`src/rtl/rem_pkg.sv`:
```
// ----------------------------------------------------------------------------
// Rotary encoder settings menu package
// Shared types, codes and limits for the settings menu and its step logic.
// ----------------------------------------------------------------------------
`default_nettype none

package rem_pkg;

  typedef enum logic [2:0] {
    MODE_VIEW       = 3'd0,
    MODE_MENU       = 3'd1,
    MODE_EDIT_PH    = 3'd2,
    MODE_EDIT_NUT   = 3'd3,
    MODE_EDIT_WATER = 3'd4
  } mode_t;

  localparam logic [1:0] KIND_ENC    = 2'd0;
  localparam logic [1:0] KIND_BTN    = 2'd1;
  localparam logic [1:0] KIND_WATER  = 2'd2;
  localparam logic [1:0] KIND_UNUSED = 2'd3;

  localparam logic [1:0] REG_MENU_COUNT       = 2'd0;
  localparam logic [1:0] REG_DETENT_THRESHOLD = 2'd1;
  localparam logic [1:0] REG_LEVEL_THRESHOLD  = 2'd2;

  localparam logic [2:0] MENU_COUNT_RESET       = 3'd4;
  localparam logic [5:0] DETENT_THRESHOLD_RESET = 6'd10;
  localparam logic [9:0] LEVEL_THRESHOLD_RESET  = 10'd100;

  localparam logic [2:0] MENU_COUNT_MAX = 3'd4;
  localparam logic [5:0] DETENT_MAX     = 6'd62;

  localparam logic [6:0] PH_MIN      = 7'd30;
  localparam logic [6:0] PH_MAX      = 7'd100;
  localparam logic [6:0] PH_RESET    = 7'd65;
  localparam logic [4:0] NUT_MAX     = 5'd20;
  localparam logic [4:0] NUT_RESET   = 5'd2;
  localparam logic [1:0] WATER_MIN   = 2'd1;
  localparam logic [1:0] WATER_MAX   = 2'd3;
  localparam logic [1:0] WATER_RESET = 2'd3;

  typedef struct packed {
    logic [2:0] menu_count;
    logic [5:0] detent_threshold;
    logic [9:0] level_threshold;
  } rem_cfg_t;

  typedef struct packed {
    logic [1:0] kind;
    logic       pin_a;
    logic       pin_b;
    logic [9:0] level_low;
    logic [9:0] level_mid;
    logic [9:0] level_high;
  } rem_item_t;

  typedef struct packed {
    mode_t             mode;
    logic              prev_a;
    logic              prev_b;
    logic signed [6:0] detent;
    logic [1:0]        menu_pos;
    logic [6:0]        ph;
    logic [4:0]        nutrient;
    logic [1:0]        water_goal;
    logic [1:0]        water_level;
    logic              pump;
  } rem_state_t;

endpackage

`default_nettype wire

```
`src/rtl/rem_step.sv`:
```
// ----------------------------------------------------------------------------
// Settings menu step logic
// Next state of the menu, the settings and the pump for one input item.
// ----------------------------------------------------------------------------
`default_nettype none

module rem_step import rem_pkg::*; (
  input  wire rem_state_t state,
  input  wire rem_item_t  item,
  input  wire rem_cfg_t   cfg,
  output rem_state_t      state_next
);

  logic              a_chg;
  logic              b_chg;
  logic              step;
  logic              cw;
  logic [2:0]        cnt;
  logic [5:0]        th;
  logic signed [6:0] th_pos;
  logic signed [6:0] th_neg;
  logic signed [6:0] det_inc;
  logic signed [6:0] det_dec;
  logic [2:0]        pos_inc;
  logic [1:0]        water_cnt;

  always_comb begin
    a_chg = item.pin_a != state.prev_a;
    b_chg = item.pin_b != state.prev_b;
    step  = (item.kind == KIND_ENC) && (a_chg || b_chg);
    cw    = a_chg ? (item.pin_a != item.pin_b) : (item.pin_a == item.pin_b);

    if (cfg.menu_count == 3'd0) begin
      cnt = 3'd1;
    end else if (cfg.menu_count > MENU_COUNT_MAX) begin
      cnt = MENU_COUNT_MAX;
    end else begin
      cnt = cfg.menu_count;
    end
    th     = (cfg.detent_threshold > DETENT_MAX) ? DETENT_MAX : cfg.detent_threshold;
    th_pos = signed'({1'b0, th});
    th_neg = -th_pos;

    det_inc   = state.detent + 7'sd1;
    det_dec   = state.detent - 7'sd1;
    pos_inc   = {1'b0, state.menu_pos} + ((det_inc > th_pos) ? 3'd1 : 3'd0);
    water_cnt = {1'b0, item.level_low  > cfg.level_threshold}
              + {1'b0, item.level_mid  > cfg.level_threshold}
              + {1'b0, item.level_high > cfg.level_threshold};

    state_next = state;

    if (item.kind == KIND_ENC) begin
      state_next.prev_a = item.pin_a;
      state_next.prev_b = item.pin_b;
    end

    if (step) begin
      unique case (state.mode)
        MODE_MENU: begin
          if (cw) begin
            state_next.detent   = (det_inc > th_pos) ? 7'sd0 : det_inc;
            state_next.menu_pos = (pos_inc >= cnt) ? 2'd0 : pos_inc[1:0];
          end else if (det_dec < th_neg) begin
            state_next.detent   = 7'sd0;
            state_next.menu_pos = (state.menu_pos == 2'd0) ? 2'(cnt - 3'd1)
                                                           : state.menu_pos - 2'd1;
          end else begin
            state_next.detent = det_dec;
          end
        end
        MODE_EDIT_PH: begin
          if (cw) begin
            state_next.ph = (state.ph >= PH_MAX) ? PH_MAX : state.ph + 7'd1;
          end else begin
            state_next.ph = (state.ph <= PH_MIN) ? PH_MIN : state.ph - 7'd1;
          end
        end
        MODE_EDIT_NUT: begin
          if (cw) begin
            state_next.nutrient = (state.nutrient >= NUT_MAX) ? NUT_MAX
                                                              : state.nutrient + 5'd1;
          end else begin
            state_next.nutrient = (state.nutrient == 5'd0) ? 5'd0 : state.nutrient - 5'd1;
          end
        end
        MODE_EDIT_WATER: begin
          if (cw) begin
            state_next.water_goal = (state.water_goal >= WATER_MAX) ? WATER_MAX
                                                                    : state.water_goal + 2'd1;
          end else begin
            state_next.water_goal = (state.water_goal <= WATER_MIN) ? WATER_MIN
                                                                    : state.water_goal - 2'd1;
          end
        end
        default: begin
        end
      endcase
    end

    if (item.kind == KIND_BTN) begin
      unique case (state.mode)
        MODE_VIEW: begin
          state_next.mode = MODE_MENU;
        end
        MODE_MENU: begin
          unique case (state.menu_pos)
            2'd0:    state_next.mode = MODE_EDIT_PH;
            2'd1:    state_next.mode = MODE_EDIT_NUT;
            2'd2:    state_next.mode = MODE_EDIT_WATER;
            default: state_next.mode = MODE_VIEW;
          endcase
        end
        MODE_EDIT_PH, MODE_EDIT_NUT, MODE_EDIT_WATER: begin
          state_next.mode = MODE_MENU;
          state_next.pump = state.water_level < state.water_goal;
        end
        default: begin
        end
      endcase
    end

    if (item.kind == KIND_WATER) begin
      state_next.water_level = water_cnt;
      state_next.pump        = water_cnt < state.water_goal;
    end
  end

endmodule

`default_nettype wire

```
`src/rtl/rotary_encoder_settings_menu.sv`:
```
// ----------------------------------------------------------------------------
// Rotary encoder settings menu
// Decodes encoder steps and button presses into a mode menu with clamped
// settings, and counts wet water sensors to drive the pump.
// ----------------------------------------------------------------------------
//   Channel  Direction  Handshake               Payload
//   s_axis   in         s_axis_tvalid/tready    tuser kind, tdata pins and levels
//   m_axis   out        m_axis_tvalid/tready    tdata mode, settings, water, pump
//   cfg      in         cfg_valid/cfg_ready     cfg_index, cfg_data
//
// Every input transfer gives one output transfer: the item is held in the
// input register, then goes through the step logic into the output register.
// One item per cycle is sustained while the output does not stall; the step
// logic and the state registers are the only path between the two registers.
// A stalled output holds the output register, then the input register, then
// drops s_axis_tready. Reset sets the state, valid flags and config to defaults.
// ----------------------------------------------------------------------------
`default_nettype none

module rotary_encoder_settings_menu import rem_pkg::*; (
  input  wire        clk,
  input  wire        rst,
  input  wire        s_axis_tvalid,
  output logic       s_axis_tready,
  input  wire [31:0] s_axis_tdata,  // pin_a, pin_b, level_low, level_mid, level_high
  input  wire [1:0]  s_axis_tuser,  // kind
  output logic       m_axis_tvalid,
  input  wire        m_axis_tready,
  output logic [23:0] m_axis_tdata, // mode, selected_entry, ph_target_tenths,
                                    // nutrient_setting, water_target, water_now,
                                    // pump_on, zero fill
  input  wire        cfg_valid,
  output logic       cfg_ready,
  input  wire [1:0]  cfg_index,
  input  wire [9:0]  cfg_data
);

  rem_cfg_t   cfg;
  rem_item_t  in_item;
  logic       in_vld;
  rem_state_t state;
  rem_state_t state_next;
  logic       advance;
  logic       fire;
  logic       load_in;

  assign cfg_ready     = 1'b1;
  assign advance       = !m_axis_tvalid || m_axis_tready;
  assign s_axis_tready = !in_vld || advance;
  assign load_in       = s_axis_tvalid && s_axis_tready;
  assign fire          = in_vld && advance;

  rem_step u_step (
    .state      (state),
    .item       (in_item),
    .cfg        (cfg),
    .state_next (state_next)
  );

  always_ff @(posedge clk) begin
    if (rst) begin
      cfg.menu_count       <= MENU_COUNT_RESET;
      cfg.detent_threshold <= DETENT_THRESHOLD_RESET;
      cfg.level_threshold  <= LEVEL_THRESHOLD_RESET;
    end else if (cfg_valid && cfg_ready) begin
      unique case (cfg_index)
        REG_MENU_COUNT:       cfg.menu_count       <= cfg_data[2:0];
        REG_DETENT_THRESHOLD: cfg.detent_threshold <= cfg_data[5:0];
        REG_LEVEL_THRESHOLD:  cfg.level_threshold  <= cfg_data;
        default: begin
        end
      endcase
    end
  end

  always_ff @(posedge clk) begin
    if (rst) begin
      in_vld <= 1'b0;
    end else if (load_in) begin
      in_vld <= 1'b1;
    end else if (fire) begin
      in_vld <= 1'b0;
    end
  end

  always_ff @(posedge clk) begin
    if (load_in) begin
      in_item.kind       <= s_axis_tuser;
      in_item.pin_a      <= s_axis_tdata[0];
      in_item.pin_b      <= s_axis_tdata[1];
      in_item.level_low  <= s_axis_tdata[11:2];
      in_item.level_mid  <= s_axis_tdata[21:12];
      in_item.level_high <= s_axis_tdata[31:22];
    end
  end

  always_ff @(posedge clk) begin
    if (rst) begin
      state.mode        <= MODE_VIEW;
      state.prev_a      <= 1'b0;
      state.prev_b      <= 1'b0;
      state.detent      <= 7'sd0;
      state.menu_pos    <= 2'd0;
      state.ph          <= PH_RESET;
      state.nutrient    <= NUT_RESET;
      state.water_goal  <= WATER_RESET;
      state.water_level <= 2'd0;
      state.pump        <= 1'b0;
    end else if (fire) begin
      state <= state_next;
    end
  end

  always_ff @(posedge clk) begin
    if (rst) begin
      m_axis_tvalid <= 1'b0;
    end else if (fire) begin
      m_axis_tvalid <= 1'b1;
    end else if (m_axis_tready) begin
      m_axis_tvalid <= 1'b0;
    end
  end

  always_ff @(posedge clk) begin
    if (fire) begin
      m_axis_tdata <= {2'b00, state_next.pump, state_next.water_level,
                       state_next.water_goal, state_next.nutrient, state_next.ph,
                       state_next.menu_pos, state_next.mode};
    end
  end

endmodule

`default_nettype wire

```
`config.mk`:
```
export PLATFORM = sky130hd
export DESIGN_NAME = rotary_encoder_settings_menu
export DESIGN_NICKNAME = d
export VERILOG_FILES = /design/src/rtl/rem_pkg.sv /design/src/rtl/rem_step.sv /design/src/rtl/rotary_encoder_settings_menu.sv
export SDC_FILE = /design/constraint.sdc
export NUM_CORES = 1
export LEC_CHECK = 0
export BUFFER_PORTS_ARGS = -buffer_cell sky130_fd_sc_hd__clkbuf_2
export CAP_MARGIN = 20
export CORE_UTILIZATION = 49
export DETAILED_ROUTE_END_ITERATION = 8
export PLACE_DENSITY = 0.68
export SLEW_MARGIN = 20
export SYNTH_ARGS = -nofsm -noshare
export SYNTH_HDL_FRONTEND = slang
export SYNTH_HIERARCHICAL = 1
export SYNTH_SLANG_ARGS = --single-unit
```
`constraint.sdc`:
```
create_clock -name clk -period 4.7 [get_ports clk]
set_input_delay 0.705 -clock clk [delete_from_list [all_inputs] [get_ports clk]]
set_output_delay 0.705 -clock clk [all_outputs]
set_load 0.005 [all_outputs]
```
==> summary.txt, run 1 <==
CTS clk-pin slew, worst paths: 0.07 ns
area added between synthesis and finish: 11.5%
Initial Utilization: 50.1%
multi-input logic area: 3540 µm²
TritonCTS Buffers: 9
vias in the first global route: 5006
hold_sp: cfg[3]$_SDFFE_PP0P_
Util after Layout: 55.8%
critical path depth: 20
worst-path cell chain: inv_1 > ha_1 > ha_1 > nor2b_1 > o21ai_0 > nand2b_1 > a21oi_1 > o211ai_1 > ha_1 > inv_1 > nor3_1 > ha_1 > ha_1 > ha_1 > a21o_1 > a211oi_1 > a22oi_1 > o221ai_1 > nand2b_1 > mux2i_1
Leakage: 0.00296 µW
FMAX: 229 MHz
Root Buffer: clkbuf_16
PostCTS Resize Cnt: 0
clock sinks: 108
gpl congestion: 0.900
fin crit period: 4.37 ns
Power Dens Cells: 281 nW/µm²
layout cell share with drive strength beyond 1: 15.1%
Setup Viol. Count Final: 0
initial antenna violation count: 0
Worst Path Max Fanout: 7
Final period util: 92.9%
top_reg_cell synth: edfxtp_1
Synthesis Warnings: 6
first-pass GRT wire length: 23300 µm
Total GRT Usage: 20.7%
Setup crit start kind: register
starting DRC count in detailed routing: 240
synth unique cells: 73
vias post-DR: 5083
critical path type: register to register
Worst-Skew Late Latency: 0.35 ns
Fin Setup TNS: 0 ns
slowest stage delay, CP: 0.44 ns
Synth top area share: 25.5%
r2r worst-path depth: 20
vias per inst: 5.58
clk_skew: 0.00838 ns
Max IR drop VDD: 254 µV
placed instance area: 7020 µm²
area leader, netlist: edfxtp_1
sequential-to-total area share from yosys stat: 41.2%
first-pass detailed-route iteration total: 5
ranking of synthesized cells by area: edfxtp_1 (25%), dfxtp_1 (16%), ha_1 (11%)
Hold Path Stages: 2
Slew headroom: 39.6%
area occupied by registers: 2720 µm²
core area: 13200 µm²
Post-Synthesis Cells: 671
Post-synth EDFFs: 56
most used cell, CP: ha_1
WP buf/inv: 2
die width: 118 µm
largest net degree at the start of global routing: 89
MaxCap Viol Count: 0
number of post-CTS setup repair buffers: 0
asr flop ratio synth: 0%
Synth Cell Area: 6600 µm²
nets: 840
Post-DRT Antenna Nets: 0
WHS Endpoint: cfg[3]$_SDFFE_PP0P_
depth of the CTS H-tree: 3
Detail Placement HPWL: 9780 µm
status: finished clean
Yosys reg bits: 108
CTS tree: yes
row count: 42
DRC violation count after routing: 0
RSZ-0062 raised after global routing: false
syn avg cell area: 9.84 µm²
die area: 13900 µm²
slowest CP cell: dfxtp_1
# IOs: 78
HP Class: register to register
worst flop-to-flop path startpoint: state[19]$_SDFFE_PP0P_
Worst EP required: 4.99 ns
measured slew at the worst slew-check pin: 0.903 ns
CP top delay family: adder cells
Port-buffer cells: 74
Worst setup EP type: register
Post-Route WL: 13700 µm
chip height: 118 µm
Final Hold Fails: 0
drt wl/cell: 15.0 µm
gr ovfl total: 0
Pins Over Slew Limit: 0
Worst R2R Setup Slack: 0.33 ns
clock buffer depth: 2
Design Area, Final: 7370 µm²
Hold-fix buffers, CTS: 0
# diodes: 0
fillers: 1186
arrival time at the worst endpoint: 4.66 ns
capture point of the worst reg-to-reg path: state[18]$_SDFFE_PP0P_
## metrics by stage
step	worst slack, ns	total power [µW]	instances	hold WS (ns)
2_1_floorplan	0.955	1210	672	0.436
3_5_place_dp	0.389	1280	894	0.447
3_3_place_gp	0.693	1270	894	0.446
6_report	0.331	2070	911	0.458
4_1_cts	0.330	2080	910	0.456
5_1_grt	0.0562	2150	911	0.470
## worst reg2reg max path, cell delays in order, from the launching register on
cell      delay (ns)
dfxtp_1         0.44
inv_1           0.12
ha_1            0.34
ha_1            0.31
nor2b_1         0.14
o21ai_0         0.14
nand2b_1        0.08
a21oi_1         0.14
o211ai_1        0.11
ha_1            0.30
inv_1           0.05
nor3_1          0.26
ha_1            0.21
ha_1            0.25
ha_1            0.29
a21o_1          0.17
a211oi_1        0.35
a22oi_1         0.12
o221ai_1        0.27
nand2b_1        0.09
mux2i_1         0.13
## worst max path at each step
stage	startpoint	to	slack, ns
4_1_cts	state[19]$_SDFFE_PP0P_	state[18]$_SDFFE_PP0P_	0.33
2_1_floorplan	state[19]$_SDFFE_PP0P_	state[18]$_SDFFE_PP0P_	0.95
3_5_place_dp	state[19]$_SDFFE_PP0P_	state[18]$_SDFFE_PP0P_	0.39
5_1_grt	state[19]$_SDFFE_PP0P_	state[17]$_SDFFE_PP0P_	0.06
6_report	state[19]$_SDFFE_PP0P_	state[18]$_SDFFE_PP0P_	0.33
3_3_place_gp	state[19]$_SDFFE_PP0P_	state[18]$_SDFFE_PP0P_	0.69
## cells in the mapped netlist, drive strengths merged, types with 3 or more instances
| master | number |
|---|---|
| a211oi | 6 |
| a21o | 9 |
| a21oi | 43 |
| a31oi | 7 |
| and3 | 3 |
| buf | 22 |
| clkbuf | 11 |
| dfxtp | 52 |
| edfxtp | 56 |
| ha | 58 |
| inv | 36 |
| mux2 | 5 |
| mux2i | 37 |
| nand2 | 38 |
| nand2b | 66 |
| nand3 | 14 |
| nand3b | 5 |
| nand4 | 11 |
| nor2 | 49 |
| nor2b | 12 |
| nor3 | 17 |
| nor3b | 7 |
| nor4 | 3 |
| o211ai | 5 |
| o21a | 5 |
| o21ai | 28 |
| or3 | 5 |
| or4 | 4 |
| xnor2 | 8 |
| xor2 | 9 |
## kinds of logic after synthesis
group | share of synthesized area (%)
other cells | 0.114
mux | 6.46
fa+ha+maj | 11.3
simple gates | 20.0
flops | 41.2
buf+inv | 5.51
xor+xnor | 2.37
compound gates | 13.0
## cell usage in the layout (no fill, tap or decap), drive strengths merged, types with 3 or more instances in the layout
cell type,n
nand3b,5
o21ai,28
nor2b,12
edfxtp,56
a21oi,43
ha,58
nand2b,66
xor2,9
a211oi,6
nor4,3
buf,6
dfxtp,52
nor2,49
nor3b,7
nand2,38
a21o,9
nand4,11
or4,4
mux2i,37
o211ai,5
nor3,17
xnor2,8
inv,37
clkbuf,88
o21a,5
conb,3
nand3,14
mux2,5
or3,5
a31oi,7
and3,3
## flip-flops by register name, summed over array words and instances (netlist names)
signal,count
in_item,34
in_vld,1
state,31
cfg,19
m_axis_tvalid,1
m_axis_tdata,22
## routing by layer
metal	track usage (%)	part of all wire [%]	wire length [µm]	vias up
li1	-	-	-	2525
met1	25.5	45	6120	2386
met2	35.3	48	6610	146
met3	4.46	5.0	688	26
met4	7.69	2.1	282	0
met5	0	0	0	-
## where the power goes
group	switching [µW]	leakage, µW	internal, µW
sequential	18.2	0.000948	1030
combinational	123	0.00185	98.4
clock	340	0.000155	462
total	482	0.00296	1590
## final cells by class
class                   instances  share of cell area, %
flip-flops and latches        108                   37.0
well taps                     176                   2.99
repair buffers                 80                   5.91
clock inverters                 2                  0.561
inverters                      36                   1.83
multi-input cells             495                   48.0
clock buffers                  14                   3.72
Power figures use the tool's default switching activity.
==> inputs of run 2 (changes only) <==
==> constraint.sdc (replaced) <==
create_clock -name clk -period 4.5 [get_ports clk]
set_input_delay 0.675 -clock clk [delete_from_list [all_inputs] [get_ports clk]]
set_output_delay 0.675 -clock clk [all_outputs]
set_load 0.005 [all_outputs]
==> summary.txt, run 2 (synthesis results as in run 1) <==
status: finished clean
most frequent cells in the layout: clkbuf_2 (74), nand2b_1 (66), ha_1 (58)
Setup WS pre-CTS: 0.265 ns
HP Class: register to register
post-layout power: 2180 µW
most used cell, CP: ha_1
gr ovfl total: 0
CTS tree: yes
initial antenna violation count: 0
core area: 13200 µm²
Slew headroom: 39.7%
die area: 13900 µm²
Pins Over Slew Limit: 0
# diodes: 0
clock buffer depth: 2
Clk network pwr share: 39.4%
Worst EP required: 4.78 ns
vias post-DR: 5081
slowest CP cell: dfxtp_2
Final Hold Fails: 0
fin crit period: 4.15 ns
FMAX: 241 MHz
Worst setup EP type: register
Leakage: 0.00296 µW
first-pass GRT wire length: 22300 µm
first-pass detailed-route iteration total: 5
clk_skew: 0.00920 ns
Final period util: 92.3%
DRC violation count after routing: 0
largest net degree at the start of global routing: 47
measured slew at the worst slew-check pin: 0.902 ns
Port-buffer cells: 74
slowest stage delay, CP: 0.39 ns
gpl congestion: 0.910
Hold-fix buffers, CTS: 0
clock sinks: 108
switching power total: 514 µW
arrival time at the worst endpoint: 4.43 ns
chip height: 118 µm
vias in the first global route: 4830
# IOs: 78
Max IR drop VDD: 240 µV
Setup crit start kind: register
die width: 118 µm
Gate power share: 10.6%
MaxCap Viol Count: 0
Root Buffer: clkbuf_16
worst-path cell chain: inv_1 > ha_1 > ha_1 > nor2b_1 > o21ai_0 > nand2b_1 > a21oi_1 > o211ai_1 > ha_1 > inv_1 > nor3_1 > ha_1 > inv_1 > ha_1 > nand2b_1 > a21o_1 > a211oi_2 > a22oi_1 > o221ai_1 > nand2b_1 > mux2i_1
max FFs per register: 34
Worst-Skew Late Latency: 0.35 ns
TritonCTS Buffers: 9
Setup Viol. Count Final: 0
CTS clk-pin slew, worst paths: 0.08 ns
Hold Path Stages: 2
vias per inst: 5.58
Post-Route WL: 13800 µm
Total GRT Usage: 20.1%
layout cell share with drive strength beyond 1: 15.8%
nets: 840
fillers: 1141
Power Dens Cells: 296 nW/µm²
Largest regs: in_item: 34 flops, state: 31 flops, m_axis_tdata: 22 flops
most flop-heavy register: in_item
sequential share of power: 50.0%
Post-DRT Antenna Nets: 0
starting DRC count in detailed routing: 285
Worst Path Max Fanout: 7
row count: 42
depth of the CTS H-tree: 3
critical path type: register to register
drt wl/cell: 15.1 µm
Sw Ratio: 23.6%
area added between synthesis and finish: 11.8%
internal power: 1670 µW
commonest non-fill, non-tap cell in the layout: clkbuf_2
Detail Placement HPWL: 9970 µm
post-route setup slack: 0.346 ns
Initial Utilization: 50.1%
r2r worst-path depth: 21
[run 2: cell count changes in the layout (fill, tap and decap cells not counted)]
cell	change
inv_6	+1
dfxtp_2	+3
clkbuf_1	-1
bufinv_16	+1
dfxtp_1	-3
clkinvlp_4	+1
a211oi_2	+1
a211oi_1	-1
clkbuf_8	-3
clkinv_4	+1
[run 2: final cells by class]
| cell class | instances | area [µm²] | share of cell area [%] |
|---|---|---|---|
| Clock buffer | 10 | 229 | 3.10 |
| Clock inverter | 6 | 96.3 | 1.30 |
| Inverter | 36 | 135 | 1.83 |
| Multi-Input combinational cell | 495 | 3540 | 48.0 |
| Sequential cell | 108 | 2730 | 36.9 |
| Tap cell | 176 | 220 | 2.98 |
| Timing Repair Buffer | 80 | 435 | 5.90 |
[run 2: critical path: cells and delay by family, from the launching register on]
family / cells / cell delay [ns]
AO/OA/AOI/OAI: 7 / 1.23
adder cells (fa/ha/maj): 5 / 1.44
buffers and inverters: 3 / 0.21
flip-flops: 1 / 0.39
multiplexers: 1 / 0.13
AND/OR/NAND/NOR: 5 / 0.67
[run 2: through the flow]
stage	cells	hold slack (ns)	util, %	instance area [µm²]	setup TNS (ns)
2_1_floorplan	672	0.436	-	6610	0
3_3_place_gp	894	0.445	53.2	7020	0
3_5_place_dp	894	0.447	53.2	7020	0
4_1_cts	910	0.458	55.7	7350	0
5_1_grt	911	0.470	56.0	7380	-0.00504
6_report	911	0.455	56.0	7380	0
[run 2: routing by layer]
metal | global-route usage [%] | part of all wire, %
met1 | 24.7 | 43
met3 | 3.34 | 5.9
met5 | 0 | 0
met4 | 10.1 | 2.9
met2 | 33.9 | 48
[run 2: power by group through the flow]
stage / clock [µW] / combinational [µW] / sequential (µW)
floorplan: 0 / 159 / 1110
global placement: 0 / 218 / 1110
detailed placement: 0 / 226 / 1110
CTS: 878 / 227 / 1090
global route: 914 / 258 / 1090
finish: 861 / 231 / 1090
[run 2: path summary, 6_finish.rpt]
path                                from                     end  slack, ns
setup reg to reg  state[19]$_SDFFE_PP0P_  state[18]$_SDFFE_PP0P_       0.35
hold reg to reg      cfg[4]$_SDFFE_PP0P_     cfg[4]$_SDFFE_PP0P_       0.46
setup / recovery  state[19]$_SDFFE_PP0P_  state[18]$_SDFFE_PP0P_       0.35
hold / removal       cfg[4]$_SDFFE_PP0P_     cfg[4]$_SDFFE_PP0P_       0.46
[run 2: what timing repair did]
| item | in CTS | in global routing |
|---|---|---|
| buffers inserted | 0 | 0 |
| setup endpoints to repair | 0 | 4 |
| gates resized for setup | 0 | 4 |
==> inputs of run 3 (changes only) <==
--- a/config.mk
+++ b/config.mk
@@ -9,6 +9,7 @@
 export CAP_MARGIN = 20
 export CORE_UTILIZATION = 49
 export DETAILED_ROUTE_END_ITERATION = 8
+export MAX_ROUTING_LAYER = met4
 export PLACE_DENSITY = 0.68
 export SLEW_MARGIN = 20
 export SYNTH_ARGS = -nofsm -noshare
==> summary.txt, run 3 (synthesis results as in run 1) <==
Setup Viol. Count Final: 0
capture point of the worst reg-to-reg path: state[18]$_SDFFE_PP0P_
TritonCTS Buffers: 9
Power Dens Cells: 281 nW/µm²
Worst-Skew Late Latency: 0.35 ns
CTS tree: yes
core area: 13200 µm²
WP buf/inv: 3
Initial Utilization: 50.1%
commonest non-fill, non-tap cell in the layout: clkbuf_2
vias per inst: 5.52
Root Buffer: clkbuf_16
clk_skew: 0.00808 ns
area added between synthesis and finish: 11.1%
first-pass GRT wire length: 22500 µm
Fin Setup TNS: 0 ns
Worst Path Max Fanout: 7
slowest stage delay, CP: 0.40 ns
first-pass detailed-route iteration total: 5
CP top delay family: adder cells
arrival time at the worst endpoint: 4.42 ns
MaxCap Viol Count: 0
end point of the critical path: state[18]$_SDFFE_PP0P_
max FFs per register: 34
status: finished clean
Worst R2R Setup Slack: 0.37 ns
worst-path cell chain: inv_1 > ha_1 > ha_1 > nor2b_1 > o21ai_0 > nand2b_1 > a21oi_1 > o211ai_1 > ha_1 > inv_1 > nor3_1 > ha_1 > inv_1 > ha_1 > nand2b_1 > a21o_1 > a211oi_2 > a22oi_1 > o221ai_1 > nand2b_1 > mux2i_1
largest net degree at the start of global routing: 53
Max IR drop VDD: 207 µV
worst flop-to-flop path startpoint: state[19]$_SDFFE_PP0P_
gr ovfl total: 0
# diodes: 0
multi-input logic area: 3540 µm²
cell total after placement: 895
vias in the first global route: 4772
r2r worst-path depth: 21
Final period util: 91.9%
Total GRT Usage: 20.7%
chip height: 118 µm
post-layout power: 2060 µW
Worst setup EP type: register
slowest CP cell: dfxtp_2
drt wl/cell: 14.7 µm
Slew headroom: 39.2%
most flop-heavy register: in_item
Post-DRT Antenna Nets: 0
fin crit period: 4.13 ns
Leakage: 0.00294 µW
gpl congestion: 0.885
nets: 841
clock sinks: 108
most frequent cells in the layout: clkbuf_2 (74), nand2b_1 (66), ha_1 (58)
die area: 13900 µm²
initial antenna violation count: 0
Setup crit start kind: register
Worst EP required: 4.78 ns
depth of the CTS H-tree: 3
area occupied by registers: 2730 µm²
vias post-DR: 5034
clock buffer depth: 2
RSZ-0062 raised after global routing: false
CTS clk-pin slew, worst paths: 0.07 ns
Post-Route WL: 13400 µm
most used cell, CP: ha_1
starting DRC count in detailed routing: 326
die width: 118 µm
crit path from: state[19]$_SDFFE_PP0P_
Port-buffer cells: 74
critical path depth: 21
HP Class: register to register
layout cell share with drive strength beyond 1: 15.6%
Final Hold Fails: 0
# IOs: 78
DRC violation count after routing: 0
Detail Placement HPWL: 9780 µm
row count: 42
number of post-CTS setup repair buffers: 0
Largest regs: in_item: 34 flops, state: 31 flops, m_axis_tdata: 22 flops
FMAX: 242 MHz
Finished Layout Cells: 912
measured slew at the worst slew-check pin: 0.909 ns
fillers: 1176
Pins Over Slew Limit: 0
critical path type: register to register
-- run 3: how the worst min path moves through the flow --
stage	start	endpoint	slack, ns	cells past startpoint
after floorplan	cfg[1]$_SDFFE_PP0P_	cfg[1]$_SDFFE_PP0P_	0.44	2
after global placement	cfg[1]$_SDFFE_PP0P_	cfg[1]$_SDFFE_PP0P_	0.45	2
after detailed placement	cfg[9]$_SDFFE_PP0P_	cfg[9]$_SDFFE_PP0P_	0.45	2
after CTS	cfg[9]$_SDFFE_PP0P_	cfg[9]$_SDFFE_PP0P_	0.46	2
after global routing	s_axis_tdata[28]	in_item[6]$_DFFE_PP_	0.47	1
final	cfg[7]$_SDFFE_PP0P_	cfg[7]$_SDFFE_PP0P_	0.46	2
-- run 3: final cells by class --
| cell class | count | area share [%] |
|---|---|---|
| Clock inverter | 6 | 0.563 |
| Sequential cell | 108 | 37.1 |
| Tap cell | 176 | 3.00 |
| Multi-Input combinational cell | 495 | 48.3 |
| Timing Repair Buffer | 81 | 6.04 |
| Clock buffer | 10 | 3.12 |
| Inverter | 36 | 1.84 |
-- run 3: what timing repair did --
item                       CTS  global route
setup endpoints to repair    0             4
hold buffers                 0             0
gates resized for setup      0             3
-- run 3: layer usage --
| layer | share of wire (%) | vias up | track usage [%] |
|---|---|---|---|
| met1 | 45 | 2341 | 25.1 |
| met2 | 48 | 141 | 34.2 |
| met3 | 4.1 | 29 | 2.91 |
| li1 | - | 2523 | - |
| met4 | 2.6 | 0 | 9.38 |
| met5 | 0 | - | - |
-- run 3: tightest hold or removal path: cells and delay by family, from the launching register on --
kind	cells	cell delay [ns]
DFF	1	0.31
and+or+nand+nor	1	0.06
AOI/OAI and AO/OA	1	0.05
-- run 3: where the power goes --
part / switching [µW] / internal [µW] / leakage (µW) / total (µW)
Combinational: 128 / 104 / 0.00186 / 232
Sequential: 19.3 / 1070 / 0.000949 / 1090
Clock: 362 / 377 / 0.000132 / 739
-- run 3: metrics by stage --
step / area, µm² / hold WS [ns] / setup slack [ns] / util (%)
after floorplan: 6610 / 0.436 / 0.755 / -
after global placement: 7030 / 0.447 / 0.488 / 53.3
after detailed placement: 7030 / 0.453 / 0.290 / 53.3
after CTS: 7300 / 0.465 / 0.247 / 55.4
after global routing: 7340 / 0.475 / 0.0151 / 55.6
final: 7340 / 0.465 / 0.365 / 55.6
